<file path="config.mk">
export PLATFORM = sky130hd
export DESIGN_NAME = buffer_pool_frame_manager
export DESIGN_NICKNAME = d
export VERILOG_FILES = /design/src/hdl/bpfm_pkg.sv /design/src/hdl/bpfm_ram.sv /design/src/hdl/bpfm_lru.sv /design/src/hdl/buffer_pool_frame_manager.sv
export SDC_FILE = /design/constraint.sdc
export NUM_CORES = 2
export LEC_CHECK = 0
export BUFFER_PORTS_ARGS = -buffer_cell sky130_fd_sc_hd__buf_4
export CAP_MARGIN = 20
export CORE_ASPECT_RATIO = 1.1
export CORE_MARGIN = 10
export CORE_UTILIZATION = 50
export CTS_CLUSTER_DIAMETER = 60
export DETAILED_ROUTE_END_ITERATION = 10
export PLACE_DENSITY = 0.75
export SLEW_MARGIN = 10
export SYNTH_ARGS = -nofsm -noshare
export SYNTH_HDL_FRONTEND = slang
export SYNTH_SLANG_ARGS = --single-unit
</file>
<file path="constraint.sdc">
create_clock -name clk -period 9.9 [get_ports clk]
set_input_delay 0 -clock clk [delete_from_list [all_inputs] [get_ports clk]]
set_output_delay 0 -clock clk [all_outputs]
set_load 0.02 [all_outputs]
</file>
<file path="src/hdl/bpfm_pkg.sv">
`timescale 1ns / 1ps
// ----------------------------------------------------------------------------
// bpfm_pkg
// shared constants and types for the buffer pool frame manager
// ----------------------------------------------------------------------------
package bpfm_pkg;

  localparam int FRAMES  = 16;
  localparam int FW      = $clog2(FRAMES);
  localparam int PIN_W   = 16;
  localparam int META_W  = PIN_W + 1;

  typedef enum logic [1:0] {
    FN_FETCH  = 2'd0,
    FN_NEW    = 2'd1,
    FN_UNPIN  = 2'd2,
    FN_DELETE = 2'd3
  } func_t;

  typedef enum logic [1:0] {
    LRU_NONE   = 2'd0,
    LRU_REMOVE = 2'd1,
    LRU_PUSH   = 2'd2,
    LRU_POP    = 2'd3
  } lru_op_t;

  typedef struct packed {
    lru_op_t         op;
    logic [FW-1:0]   frame;
  } lru_cmd_t;

  typedef struct packed {
    logic [FW:0]     len;
    logic [FW-1:0]   tail;
  } lru_stat_t;

endpackage

</file>
<file path="src/hdl/bpfm_ram.sv">
`timescale 1ns / 1ps
// ----------------------------------------------------------------------------
// bpfm_ram
// simple dual port ram, one write and one registered read port
// ----------------------------------------------------------------------------
module bpfm_ram #(
  parameter int W = 8,
  parameter int D = 16
) (
  input  logic                 clk,
  input  logic                 we,
  input  logic [$clog2(D)-1:0] waddr,
  input  logic [W-1:0]         wdata,
  input  logic                 re,
  input  logic [$clog2(D)-1:0] raddr,
  output logic [W-1:0]         rdata
);

  logic [W-1:0] mem [D];

  always_ff @(posedge clk) begin
    if (we) begin
      mem[waddr] <= wdata;
    end
    if (re) begin
      rdata <= mem[raddr];
    end
  end

endmodule

</file>
<file path="src/hdl/bpfm_lru.sv">
`timescale 1ns / 1ps
// ----------------------------------------------------------------------------
// bpfm_lru
// lru list of unpinned frames, entry 0 most recent
// ----------------------------------------------------------------------------
module bpfm_lru import bpfm_pkg::*; (
  input  logic      clk,
  input  logic      rst_n,
  input  lru_cmd_t  cmd,
  output lru_stat_t stat
);

  logic [FW-1:0] ord_r   [FRAMES];
  logic [FW-1:0] ord_nxt [FRAMES];
  logic [FW:0]   len_r, len_nxt;
  logic [FW-1:0] rem_ord [FRAMES];
  logic [FW:0]   rem_len;
  logic          found;
  logic [FW-1:0] pos;
  logic [FW:0]   tail_idx;

  assign tail_idx  = len_r - 1'b1;
  assign stat.len  = len_r;
  assign stat.tail = ord_r[tail_idx[FW-1:0]];

  always_comb begin
    found = 1'b0;
    pos   = '0;
    for (int i = 0; i < FRAMES; i++) begin
      if (!found && ((FW+1)'(i) < len_r) && ord_r[i] == cmd.frame) begin
        found = 1'b1;
        pos   = FW'(i);
      end
    end
    for (int j = 0; j < FRAMES; j++) begin
      if (found && FW'(j) >= pos && j < FRAMES - 1) begin
        rem_ord[j] = ord_r[(j + 1) % FRAMES];
      end else begin
        rem_ord[j] = ord_r[j];
      end
    end
    rem_len = found ? len_r - 1'b1 : len_r;

    ord_nxt = ord_r;
    len_nxt = len_r;
    case (cmd.op)
      LRU_REMOVE: begin
        ord_nxt = rem_ord;
        len_nxt = rem_len;
      end
      LRU_PUSH: begin
        ord_nxt = rem_ord;
        len_nxt = rem_len;
        if (rem_len < (FW+1)'(FRAMES)) begin
          ord_nxt[0] = cmd.frame;
          for (int j = 1; j < FRAMES; j++) begin
            ord_nxt[j] = rem_ord[j-1];
          end
          len_nxt = rem_len + 1'b1;
        end
      end
      LRU_POP: begin
        if (len_r != '0) begin
          len_nxt = len_r - 1'b1;
        end
      end
      default: ;
    endcase
  end

  always_ff @(posedge clk) begin
    ord_r <= ord_nxt;
    if (!rst_n) begin
      len_r <= '0;
    end else begin
      len_r <= len_nxt;
    end
  end

endmodule

</file>
<file path="src/hdl/buffer_pool_frame_manager.sv">
`timescale 1ns / 1ps
// ----------------------------------------------------------------------------
// buffer_pool_frame_manager
// page frame manager with free fifo, lru replacer and page lookup
// ----------------------------------------------------------------------------
// channel  dir  handshake              payload
// in       in   in_valid / in_ready    in_func, in_page_number, in_mark_dirty
// out      out  out_valid / out_ready  out_status, out_frame_index, out_page_out,
//                                      out_was_resident
//
// each request passes through accept, lookup plus memory read, then execute with
// write back; the pin/dirty ram read-modify-write sets these steps
// the result sits in an output register, so the next request is accepted
// while it waits; execute stalls only while that register is still full
// reset is synchronous; no clearing pass, the free fifo ram reads its
// reset contents through per-entry written flags
// ----------------------------------------------------------------------------
module buffer_pool_frame_manager import bpfm_pkg::*; (
  input  logic        clk,
  input  logic        rst_n,
  input  logic        in_valid,
  output logic        in_ready,
  input  logic [1:0]  in_func,
  input  logic signed [31:0] in_page_number,
  input  logic        in_mark_dirty,
  output logic        out_valid,
  input  logic        out_ready,
  output logic        out_status,
  output logic [3:0]  out_frame_index,
  output logic [30:0] out_page_out,
  output logic        out_was_resident
);

  typedef enum logic [2:0] {
    S_IDLE = 3'b001,
    S_READ = 3'b010,
    S_EXEC = 3'b100
  } state_t;

  state_t state_r, state_nxt;

  // request registers
  logic [1:0]    func_r;
  logic [31:0]   pg_r;
  logic          dirty_r;
  logic          hit_r;
  logic [FW-1:0] hit_idx_r;

  // resident page table, searched in parallel
  logic          valid_r   [FRAMES];
  logic          valid_nxt [FRAMES];
  logic [31:0]   page_r    [FRAMES];
  logic          page_we;
  logic [FW-1:0] page_wa;
  logic [31:0]   page_wd;

  // free fifo pointers and written flags
  logic [FW-1:0] fhead_r, fhead_nxt;
  logic [FW:0]   fcnt_r, fcnt_nxt;
  logic          fwr_r [FRAMES];
  logic          fwr_q_r;
  logic [FW-1:0] fhead_q_r;
  logic [FW:0]   ftail_sum;
  logic [FW-1:0] ftail;
  logic [FW-1:0] fifo_q;
  logic          fifo_we;
  logic [FW-1:0] fifo_wd;
  logic [FW-1:0] free_frame;

  logic [30:0]   next_page_r, next_page_nxt;

  // pin count and dirty mark ram
  logic [META_W-1:0] meta_q;
  logic              meta_we;
  logic [FW-1:0]     meta_wa;
  logic [META_W-1:0] meta_wd;
  logic [PIN_W-1:0]  pins_q;
  logic              mdirty_q;

  // lookup
  logic          cam_hit;
  logic [FW-1:0] cam_idx;

  lru_cmd_t  lru_cmd;
  lru_stat_t lru_stat;

  // output register
  logic          out_valid_r;
  logic          ostat_r, ores_r;
  logic [3:0]    ofidx_r;
  logic [30:0]   opage_r;
  logic          ostat, ores;
  logic [3:0]    ofidx;
  logic [30:0]   opage;

  logic          exec_go;
  logic          neg;
  logic          take_ok;
  logic          from_fifo;
  logic [FW-1:0] take_f;

  assign in_ready         = (state_r == S_IDLE);
  assign out_valid        = out_valid_r;
  assign out_status       = ostat_r;
  assign out_frame_index  = ofidx_r;
  assign out_page_out     = opage_r;
  assign out_was_resident = ores_r;

  assign pins_q   = meta_q[PIN_W-1:0];
  assign mdirty_q = meta_q[META_W-1];
  assign neg      = pg_r[31];
  assign exec_go  = (state_r == S_EXEC) && (!out_valid_r || out_ready);

  // take a frame: free fifo first, else evict the lru tail
  // unwritten fifo entries hold their own index
  assign free_frame = fwr_q_r ? fifo_q : fhead_q_r;
  assign from_fifo  = (fcnt_r != '0);
  assign take_ok    = from_fifo || (lru_stat.len != '0);
  assign take_f     = from_fifo ? free_frame : lru_stat.tail;
  assign ftail_sum  = {1'b0, fhead_r} + fcnt_r;
  assign ftail      = (ftail_sum >= (FW+1)'(FRAMES)) ?
                      FW'(ftail_sum - (FW+1)'(FRAMES)) : ftail_sum[FW-1:0];

  bpfm_ram #(.W(META_W), .D(FRAMES)) u_meta (
    .clk   (clk),
    .we    (meta_we),
    .waddr (meta_wa),
    .wdata (meta_wd),
    .re    (state_r == S_READ),
    .raddr (cam_idx),
    .rdata (meta_q)
  );

  bpfm_ram #(.W(FW), .D(FRAMES)) u_fifo (
    .clk   (clk),
    .we    (fifo_we),
    .waddr (ftail),
    .wdata (fifo_wd),
    .re    (state_r == S_READ),
    .raddr (fhead_r),
    .rdata (fifo_q)
  );

  bpfm_lru u_lru (
    .clk   (clk),
    .rst_n (rst_n),
    .cmd   (lru_cmd),
    .stat  (lru_stat)
  );

  // parallel page lookup, lowest matching frame wins
  always_comb begin
    cam_hit = 1'b0;
    cam_idx = '0;
    for (int i = FRAMES - 1; i >= 0; i--) begin
      if (valid_r[i] && page_r[i] == pg_r) begin
        cam_hit = 1'b1;
        cam_idx = FW'(i);
      end
    end
  end

  always_comb begin
    state_nxt     = state_r;
    valid_nxt     = valid_r;
    fhead_nxt     = fhead_r;
    fcnt_nxt      = fcnt_r;
    next_page_nxt = next_page_r;
    page_we       = 1'b0;
    page_wa       = take_f;
    page_wd       = pg_r;
    meta_we       = 1'b0;
    meta_wa       = hit_idx_r;
    meta_wd       = meta_q;
    fifo_we       = 1'b0;
    fifo_wd       = hit_idx_r;
    lru_cmd.op    = LRU_NONE;
    lru_cmd.frame = hit_idx_r;
    ostat         = 1'b1;
    ofidx         = '0;
    opage         = pg_r[30:0];
    ores          = 1'b0;

    case (state_r)
      S_IDLE: begin
        if (in_valid) begin
          state_nxt = S_READ;
        end
      end
      S_READ: begin
        state_nxt = S_EXEC;
      end
      S_EXEC: begin
        if (exec_go) begin
          state_nxt = S_IDLE;
          case (func_r)
            FN_FETCH: begin
              if (!neg) begin
                if (hit_r) begin
                  if (pins_q != {PIN_W{1'b1}}) begin
                    meta_we    = 1'b1;
                    meta_wd    = {mdirty_q, pins_q + 1'b1};
                    lru_cmd.op = LRU_REMOVE;
                    ostat      = 1'b0;
                    ofidx      = 4'(hit_idx_r);
                    ores       = 1'b1;
                  end
                end else if (take_ok) begin
                  if (from_fifo) begin
                    fhead_nxt = (fhead_r == FW'(FRAMES - 1)) ? '0 : fhead_r + 1'b1;
                    fcnt_nxt  = fcnt_r - 1'b1;
                  end else begin
                    lru_cmd.op = LRU_POP;
                  end
                  valid_nxt[take_f] = 1'b1;
                  page_we = 1'b1;
                  meta_we = 1'b1;
                  meta_wa = take_f;
                  meta_wd = {1'b0, PIN_W'(1)};
                  ostat   = 1'b0;
                  ofidx   = 4'(take_f);
                end
              end
            end
            FN_NEW: begin
              opage = '0;
              if (take_ok) begin
                if (from_fifo) begin
                  fhead_nxt = (fhead_r == FW'(FRAMES - 1)) ? '0 : fhead_r + 1'b1;
                  fcnt_nxt  = fcnt_r - 1'b1;
                end else begin
                  lru_cmd.op = LRU_POP;
                end
                next_page_nxt = next_page_r + 1'b1;
                // an older frame holding the same id loses its mapping
                for (int i = 0; i < FRAMES; i++) begin
                  if (valid_r[i] && page_r[i] == {1'b0, next_page_r}) begin
                    valid_nxt[i] = 1'b0;
                  end
                end
                valid_nxt[take_f] = 1'b1;
                page_we = 1'b1;
                page_wd = {1'b0, next_page_r};
                meta_we = 1'b1;
                meta_wa = take_f;
                meta_wd = {1'b0, PIN_W'(1)};
                ostat   = 1'b0;
                ofidx   = 4'(take_f);
                opage   = next_page_r;
              end
            end
            FN_UNPIN: begin
              if (!neg && hit_r) begin
                meta_we = 1'b1;
                meta_wd = {mdirty_q | dirty_r, pins_q};
                if (pins_q != '0) begin
                  meta_wd = {mdirty_q | dirty_r, pins_q - 1'b1};
                  if (pins_q == PIN_W'(1)) begin
                    lru_cmd.op = LRU_PUSH;
                  end
                  ostat = 1'b0;
                end
              end
            end
            FN_DELETE: begin
              if (!neg) begin
                if (!hit_r) begin
                  ostat = 1'b0;
                end else if (pins_q == '0) begin
                  lru_cmd.op = LRU_REMOVE;
                  valid_nxt[hit_idx_r] = 1'b0;
                  meta_we = 1'b1;
                  meta_wd = '0;
                  if (fcnt_r < (FW+1)'(FRAMES)) begin
                    fifo_we  = 1'b1;
                    fcnt_nxt = fcnt_r + 1'b1;
                  end
                  ostat = 1'b0;
                end
              end
            end
            default: ;
          endcase
        end
      end
      default: state_nxt = S_IDLE;
    endcase
  end

  always_ff @(posedge clk) begin
    if (in_valid && in_ready) begin
      func_r  <= in_func;
      pg_r    <= in_page_number;
      dirty_r <= in_mark_dirty;
    end
    if (state_r == S_READ) begin
      hit_r     <= cam_hit;
      hit_idx_r <= cam_idx;
      fwr_q_r   <= fwr_r[fhead_r];
      fhead_q_r <= fhead_r;
    end
    if (page_we) begin
      page_r[page_wa] <= page_wd;
    end
    if (exec_go) begin
      ostat_r <= ostat;
      ofidx_r <= ofidx;
      opage_r <= opage;
      ores_r  <= ores;
    end
    if (!rst_n) begin
      state_r     <= S_IDLE;
      out_valid_r <= 1'b0;
      fhead_r     <= '0;
      fcnt_r      <= (FW+1)'(FRAMES);
      next_page_r <= '0;
      for (int i = 0; i < FRAMES; i++) begin
        valid_r[i] <= 1'b0;
        fwr_r[i]   <= 1'b0;
      end
    end else begin
      state_r     <= state_nxt;
      valid_r     <= valid_nxt;
      fhead_r     <= fhead_nxt;
      fcnt_r      <= fcnt_nxt;
      next_page_r <= next_page_nxt;
      if (fifo_we) begin
        fwr_r[ftail] <= 1'b1;
      end
      if (exec_go) begin
        out_valid_r <= 1'b1;
      end else if (out_ready) begin
        out_valid_r <= 1'b0;
      end
    end
  end

endmodule

</file>
[After elaboration in Yosys (flattened, before gate mapping)]
Memory sizes are Yosys's and may differ from the RTL's. A register that Yosys moved wholly into a read port is not among the register bits.
Index checks and enable logic that the tools add are counted.
Cells by class
  $add $sub $neg: 10
  order comparisons: 39
  eq/ne operators: 71
  mux-type cells: 276
  bitwise logic cells: 12
  reductions and logical operators: 122
Operators by type and width (number)
  $eq 32x31->1: 16
  $eq 32x32->1: 16
  $mux 4: 65
  $mux 17: 9
  $mux 1: 147
  $mux 16: 9
  $mux 32: 4
  $pmux 64 s2: 1
  $mux 31: 3
  $logic_and 1x1->1: 83
  $pmux 17 s4: 1
  $eq 4x4->1: 16
  $mux 64: 1
  $mux 5: 11
  $pmux 16 s3: 1
  $lt 4x5->1 const A: 8
  $or 16x16->16: 2
  $add 31x1->31 const B: 1
  $pmux 5 s3: 2
  $ge 4x4->1 const A: 7
  $pmux 4 s2: 3
  $ne 2x2->1 const B: 11
  $ge 5x5->1 const B: 4
  $lt 3x5->1 const A: 4
  52 further kinds: 105
Word-level totals
  flip-flop bits (word level): 210
  memory bits (writable): 864
  input bits: 39
  output and inout port bits: 39
  word-level logic and storage cells: 582
  memories: 4
Memory list
  page_r: words 16, width 32, read ports 16, clocked after memory_dff 0, write ports 1, RTL line buffer_pool_frame_manager.sv:52  | logic [31:0] page_r [FRAMES];
  u_meta.mem: words 16, width 17, read ports 1, clocked after memory_dff 1, write ports 1, RTL line bpfm_ram.sv:19  | logic [W-1:0] mem [D];
  u_fifo.mem: words 16, width 4, read ports 1, clocked after memory_dff 1, write ports 1, RTL line bpfm_ram.sv:19
  fwr_r: words 16, width 1, read ports 1, clocked after memory_dff 1, write ports 16, RTL line buffer_pool_frame_manager.sv:60  | logic fwr_r [FRAMES];

[Logic depth before layout (Yosys ltp)]
  depth after elaboration: 68
  depth in mapped cells: 17
  mapped depth without buffers: 16

[By module]
Synthesis repeated with hierarchy kept, for this count alone.
Unflattened totals
  cell total of the unflattened synthesis: 4318
  area, all modules: 55508.2 um2
Modules (own cells, without submodules)
  buffer_pool_frame_manager: instances 1, cells each 3135, area each 36273.5 um2
  bpfm_ram at u_meta: instances 1, cells each 458, area each 10807.9 um2
  bpfm_lru: instances 1, cells each 595, area each 5720.5 um2
  bpfm_ram at u_fifo: instances 1, cells each 130, area each 2706.3 um2

[Worst setup path before layout]
No wires, ideal clock.
  kind: register to register
  from: reg u_lru.len_r[0]
  to: mem page_r[9][0] (enable)
  setup time: 0.421 ns
  data arrival time: 4.365 ns
  data required time: 9.479 ns
  setup slack: 5.114 ns
  cell stages (with the launch flop): 13
  period minus slack after synthesis: 4.786 ns
  path through: dfxtp_1 > buf_2 > inv_1 > ha_1 > clkbuf_1 > clkbuf_1 > mux4_2 > mux4_2 > nand2_1 > o21ai_0 > nor2b_1 > nand2_1 > nor2_1
On the way
  word-level cells in the longest chain between the ends: 10
RTL lines
  start, declared: RTL line bpfm_lru.sv:15  | logic [FW:0] len_r, len_nxt;
  start signal, assigned: RTL line bpfm_lru.sv:76  | len_r <= len_nxt;
  branches (longest 10 deep; another with $sub 5x1->5)
  end, declared: RTL line buffer_pool_frame_manager.sv:52
Several ways; the timed one is not identified. The select of a mux whose other input is x is not followed.

[Worst setup path after layout]
  from: reg pg_r[31]
  to: reg u_meta.rdata[1], read port of u_meta.mem, data pin
On the way
  word-level cells in the longest chain between the ends: 18
RTL lines
  start, declared: RTL line buffer_pool_frame_manager.sv:44  | logic [31:0] pg_r;
  start signal, assigned: RTL line buffer_pool_frame_manager.sv:293  | pg_r <= in_page_number;
  $eq 32x32->1: RTL line buffer_pool_frame_manager.sv:156  | if (valid_r[i] && page_r[i] == pg_r) begin
  $logic_and 1x1->1: RTL line buffer_pool_frame_manager.sv:156
  $mux 4 (15 in a row): RTL line buffer_pool_frame_manager.sv:156
  $mux 4 (*): RTL line buffer_pool_frame_manager.sv:156
  via cam_idx[1]: RTL line buffer_pool_frame_manager.sv:82  | logic [FW-1:0] cam_idx;
  end, declared: RTL line bpfm_ram.sv:16  | output logic [W-1:0] rdata
Mark *: on every way through the listed nets, which the timed path passes. The rest lies on a longest branch.
A chain may end at the register's enable or synchronous reset.

==> impl_metrics.xml <==
<?xml version="1.0" encoding="UTF-8"?>
<metrics>
  <group name="synthesis">
    <metric name="avgSynthCellArea" unit="µm²">12.3</metric>
    <metric name="syn-cell-area" unit="mm²">0.0560</metric>
    <metric name="synthDistinctLibCells" unit="">79</metric>
    <metric name="synth_edf_count" unit="">997</metric>
    <metric name="yosys.area.top_type" unit="">sky130_fd_sc_hd__edfxtp_1</metric>
    <metric name="asyncSetResetFlopFracSynth" unit="">0</metric>
    <metric name="yosys_reg_bits" unit="">1078</metric>
    <metric name="synth_seq_area_share" unit="">0.563</metric>
    <metric name="ys.warnings.count" unit="">0</metric>
    <metric name="synth_area_leaders" unit="">sky130_fd_sc_hd__edfxtp_1, sky130_fd_sc_hd__xnor2_1, sky130_fd_sc_hd__xor2_1, sky130_fd_sc_hd__dfxtp_1, sky130_fd_sc_hd__nand4_1</metric>
    <metric name="ys_dominant_reg_cell" unit="">sky130_fd_sc_hd__edfxtp_1</metric>
    <metric name="postSynthNetCount" unit="">4635</metric>
    <metric name="synth_largest_type_area_fraction" unit="">0.534</metric>
    <metric name="synthCells" unit="">4570</metric>
  </group>
  <group name="timing">
    <metric name="timing.final.crit_share" unit="">0.543</metric>
    <metric name="worst-slew-pin-transition" unit="ns">1.24</metric>
    <metric name="relSlewSlack" unit="">0.168</metric>
    <metric name="fin_worst_skew" unit="ns">0.0537</metric>
    <metric name="max_freq" unit="MHz">186</metric>
    <metric name="post-route-min-period" unit="ns">5.38</metric>
    <metric name="worst_hold_slack" unit="ns">0.0345</metric>
    <metric name="finalSetupViolCount" unit="">0</metric>
    <metric name="hold_viol_final" unit="">0</metric>
    <metric name="rsz0062_at_grt" unit="">no</metric>
    <metric name="timing.setup.tns" unit="ns">0</metric>
    <metric name="final-max-slew-violation-count" unit="">0</metric>
  </group>
  <group name="cells_and_area">
    <metric name="post_layout_nonfiller_instances" unit="">6324</metric>
    <metric name="num-fill-cells" unit="">8940</metric>
    <metric name="final-seq-area" unit="mm²">0.0316</metric>
    <metric name="fin_nets" unit="">4779</metric>
    <metric name="area_growth" unit="%">12.6</metric>
    <metric name="multiInputGateArea" unit="mm²">0.0231</metric>
    <metric name="final_design_area_no_fill" unit="mm²">0.0631</metric>
    <metric name="layout_cell_share_with_drive_strength_beyond_1" unit="">0.123</metric>
  </group>
  <group name="pwr">
    <metric name="seq_power_share" unit="">0.498</metric>
    <metric name="power.combinational.fraction" unit="">0.065</metric>
    <metric name="leakage" unit="nW">20.5</metric>
    <metric name="power_frac_clock" unit="">0.437</metric>
    <metric name="switching_share" unit="">0.240</metric>
    <metric name="worst_ir_drop_vdd" unit="µV">174</metric>
    <metric name="power-per-cell-area" unit="mW/mm²">158</metric>
    <metric name="cell_internal_pwr" unit="mW">7.60</metric>
    <metric name="switchingPower" unit="mW">2.40</metric>
  </group>
  <group name="floorplanning">
    <metric name="chipWidth" unit="µm">339</metric>
    <metric name="io-pin-count" unit="">78</metric>
    <metric name="num_rows" unit="">128</metric>
    <metric name="initial_core_util" unit="">0.505</metric>
    <metric name="placeableCoreArea" unit="mm²">0.111</metric>
    <metric name="dieHeight" unit="µm">371</metric>
    <metric name="die_area" unit="mm²">0.126</metric>
  </group>
  <group name="worst_hold_path">
    <metric name="hold_start" unit="">in_page_number[13]</metric>
    <metric name="hold_path_depth" unit="">2</metric>
    <metric name="hold_path_end" unit="">pg_r[13]$_DFFE_PP_</metric>
    <metric name="hold_class" unit="">in -&gt; reg</metric>
  </group>
  <group name="global_route">
    <metric name="grt-ovfl-total" unit="">0</metric>
    <metric name="grt_pass1_vias" unit="">39600</metric>
    <metric name="grt_first_pass_wirelength" unit="µm">283000</metric>
    <metric name="antenna_violations_before_repair" unit="">10</metric>
    <metric name="pin_count_of_the_biggest_net_entering_global_routing" unit="">145</metric>
    <metric name="grt_use_total" unit="">0.310</metric>
  </group>
  <group name="setup_path">
    <metric name="timing.critical_path.arrival" unit="ns">5.98</metric>
    <metric name="r2r.worst_path.cells" unit="">12</metric>
    <metric name="worst-path-max-fanout" unit="">29</metric>
    <metric name="required_time_of_the_critical_path" unit="ns">10.50</metric>
    <metric name="worstReg2RegEnd" unit="">u_meta.rdata[1]$_DFFE_PN_</metric>
    <metric name="slack_of_the_worst_reg_to_reg_path" unit="ns">4.52</metric>
    <metric name="worst-setup-path-type" unit="">reg -&gt; reg</metric>
    <metric name="worstSetupEndpointType" unit="">register</metric>
    <metric name="critical_path.reg2reg.startpoint" unit="">pg_r[31]$_DFFE_PP_</metric>
    <metric name="setup.worst_path.start_class" unit="">register</metric>
  </group>
  <group name="detailed_routing">
    <metric name="drc_errors" unit="">0</metric>
    <metric name="drt_iter0_markers" unit="">6907</metric>
    <metric name="route.detailed.vias_per_inst" unit="">6.62</metric>
    <metric name="wl_per_cell" unit="µm">32.1</metric>
    <metric name="ant_nets" unit="">0</metric>
    <metric name="total_number_of_vias" unit="">41900</metric>
    <metric name="drt_first_pass_iters" unit="">8</metric>
    <metric name="finalWirelength" unit="µm">203000</metric>
  </group>
  <group name="cts">
    <metric name="cts.path.max_buffers" unit="">3</metric>
    <metric name="cts.sinks" unit="">1078</metric>
    <metric name="postCtsSetupRepairBufs" unit="">0</metric>
    <metric name="cts_htree_levels" unit="">3</metric>
    <metric name="clock_tree_from_tritoncts" unit="">yes</metric>
    <metric name="cts_hold_buf" unit="">72</metric>
    <metric name="tritoncts.num_buffers" unit="">115</metric>
    <metric name="clk-insertion-delay-late" unit="ns">0.76</metric>
    <metric name="clock-root-buffer" unit="">sky130_fd_sc_hd__clkbuf_16</metric>
    <metric name="cts.reportedPaths.clkPinSlew" unit="ns">0.06</metric>
    <metric name="resized_after_cts" unit="">0</metric>
  </group>
  <group name="flow_run">
    <metric name="timing.max_cap.violations" unit="">0</metric>
  </group>
  <group name="place">
    <metric name="numPortBuffers" unit="">76</metric>
    <metric name="dpl.cell_count" unit="">6015</metric>
    <metric name="dpl-instance-area" unit="mm²">0.0585</metric>
    <metric name="dp_hpwl" unit="µm">116000</metric>
    <metric name="gpl.final_weighted_congestion" unit="">0.962</metric>
  </group>
  <group name="status">
    <metric name="status" unit="">finished, final reports clean</metric>
  </group>
</metrics>
==> final cells by class <==
type | count | area share
diodes | 16 | 0.000635
clock buffers | 146 | 0.0486
clock inverters | 70 | 0.0120
inverters | 72 | 0.00428
multi-input cells | 3157 | 0.366
flip-flops and latches | 1078 | 0.501
well taps | 1495 | 0.0296
repair buffers | 290 | 0.0375
==> kinds of logic after synthesis <==
logic type               synth area share
AO/OA/AOI/OAI                      0.0580
flip-flops                          0.563
AND/OR/NAND/NOR                     0.124
adder cells (fa/ha/maj)           0.00607
buffers and inverters              0.0263
multiplexers                       0.0481
XOR/XNOR                            0.174
==> metrics by stage <==
stage / util / total power, mW / setup WS, ns
6_report: 0.568 / 10.0 / 4.52
5_1_grt: 0.568 / 10.2 / 4.45
4_1_cts: 0.568 / 9.96 / 4.76
3_5_place_dp: 0.527 / 5.65 / 4.77
3_3_place_gp: 0.527 / 5.65 / 4.87
2_1_floorplan: - / 5.37 / 5.11
==> sequential cells by signal, indices dropped and copies added, names as in the netlist, 4 cells and up <==
register         cells
fcnt_r               5
fhead_q_r            4
fhead_r              4
fifo_wd              4
fwr_r               16
next_page_r         31
out_frame_index      4
out_page_out        31
page_r             512
pg_r                32
u_fifo.mem          64
u_fifo.rdata         4
u_lru.len_r          5
u_lru.ord_r         64
u_meta.mem         256
u_meta.rdata        16
valid_r             16
==> cells in the final DEF (no fill, tap or decap), types with 19 or more instances in the layout <==
cell	synthesis	final
sky130_fd_sc_hd__inv_1	71	69
sky130_fd_sc_hd__dfxtp_1	81	50
sky130_fd_sc_hd__o22ai_1	66	66
sky130_fd_sc_hd__mux2i_1	94	94
sky130_fd_sc_hd__ha_1	24	24
sky130_fd_sc_hd__a21oi_1	157	157
sky130_fd_sc_hd__nor2_1	135	118
sky130_fd_sc_hd__edfxtp_1	997	997
sky130_fd_sc_hd__clkbuf_16	0	115
sky130_fd_sc_hd__o21ai_1	21	21
sky130_fd_sc_hd__nand3_1	101	101
sky130_fd_sc_hd__a221oi_1	24	24
sky130_fd_sc_hd__mux2_2	66	66
sky130_fd_sc_hd__dfxtp_2	0	31
sky130_fd_sc_hd__o21ai_0	87	81
sky130_fd_sc_hd__o31ai_1	20	20
sky130_fd_sc_hd__clkbuf_1	105	24
sky130_fd_sc_hd__nand2b_1	20	20
sky130_fd_sc_hd__nand4_1	228	228
sky130_fd_sc_hd__buf_4	18	214
sky130_fd_sc_hd__xnor2_1	623	623
sky130_fd_sc_hd__o21a_1	19	19
sky130_fd_sc_hd__xor2_1	493	493
sky130_fd_sc_hd__nor4_1	221	220
sky130_fd_sc_hd__mux4_2	45	45
sky130_fd_sc_hd__o211ai_1	23	23
sky130_fd_sc_hd__nand2_1	295	295
sky130_fd_sc_hd__nor3_1	91	89
sky130_fd_sc_hd__nor2b_1	32	30
sky130_fd_sc_hd__dlygate4sd3_1	0	72
sky130_fd_sc_hd__and2_1	58	57
sky130_fd_sc_hd__clkinv_1	0	19
==> power by group through the flow <==
stage	clock network [mW]	logic (mW)	registers, mW
3_5_place_dp	0	0.574	5.08
5_1_grt	4.57	0.635	4.98
6_report	4.37	0.645	4.98
2_1_floorplan	0	0.300	5.07
4_1_cts	4.38	0.598	4.98
3_3_place_gp	0	0.573	5.08
==> Yosys cell counts, drive strengths merged, types with 19 or more instances <==
cell type,number
edfxtp,997
xnor2,623
xor2,493
nand2,296
nand4,228
nor4,223
buf,158
a21oi,157
nor2,135
o21ai,109
clkbuf,105
nand3,101
mux2i,94
nor3,93
dfxtp,81
inv,72
mux2,66
o22ai,66
and2,58
mux4,45
nor2b,32
a221oi,24
ha,24
o211ai,23
nand2b,20
o31ai,20
o21a,19
==> critical path: stages, from the launching register on <==
cell	delay [ns]
sky130_fd_sc_hd__edfxtp_1	0.32
sky130_fd_sc_hd__buf_4	0.63
sky130_fd_sc_hd__xor2_1	0.20
sky130_fd_sc_hd__nor4_1	0.30
sky130_fd_sc_hd__nand4_1	0.13
sky130_fd_sc_hd__or4_1	0.66
sky130_fd_sc_hd__a211oi_1	0.88
sky130_fd_sc_hd__o21a_1	0.19
sky130_fd_sc_hd__o21ai_1	0.11
sky130_fd_sc_hd__a21oi_1	0.30
sky130_fd_sc_hd__nor3b_4	0.93
sky130_fd_sc_hd__a221oi_1	0.36
sky130_fd_sc_hd__nand2_1	0.13
==> layer usage <==
| layer | vias up | part of all wire | global-route usage |
|---|---|---|---|
| li1 | 17200 | - | - |
| met1 | 20300 | 0.36 | 0.398 |
| met2 | 3428 | 0.42 | 0.455 |
| met3 | 867 | 0.15 | 0.0999 |
| met4 | 6 | 0.073 | 0.191 |
| met5 | - | 0.00023 | 0 |
==> worst max path at each step <==
stage | from | endpoint | slack (ns) | cells after the start
after detailed placement | fifo_wd[3]$_DFFE_PN_ | u_lru.ord_r[44]$_DFFE_PP_ | 4.77 | 13
after CTS | fifo_wd[3]$_DFFE_PN_ | u_lru.ord_r[44]$_DFFE_PP_ | 4.76 | 13
after global routing | fifo_wd[3]$_DFFE_PN_ | u_lru.ord_r[5]$_DFFE_PP_ | 4.45 | 13
after floorplan | u_lru.len_r[0]$_SDFFE_PN0P_ | page_r[9][0]$_DFFE_PP_ | 5.11 | 12
final | pg_r[31]$_DFFE_PP_ | u_meta.rdata[1]$_DFFE_PN_ | 4.52 | 12
after global placement | pg_r[14]$_DFFE_PP_ | u_meta.rdata[1]$_DFFE_PN_ | 4.87 | 12
(Power assumes the default switching activity.)
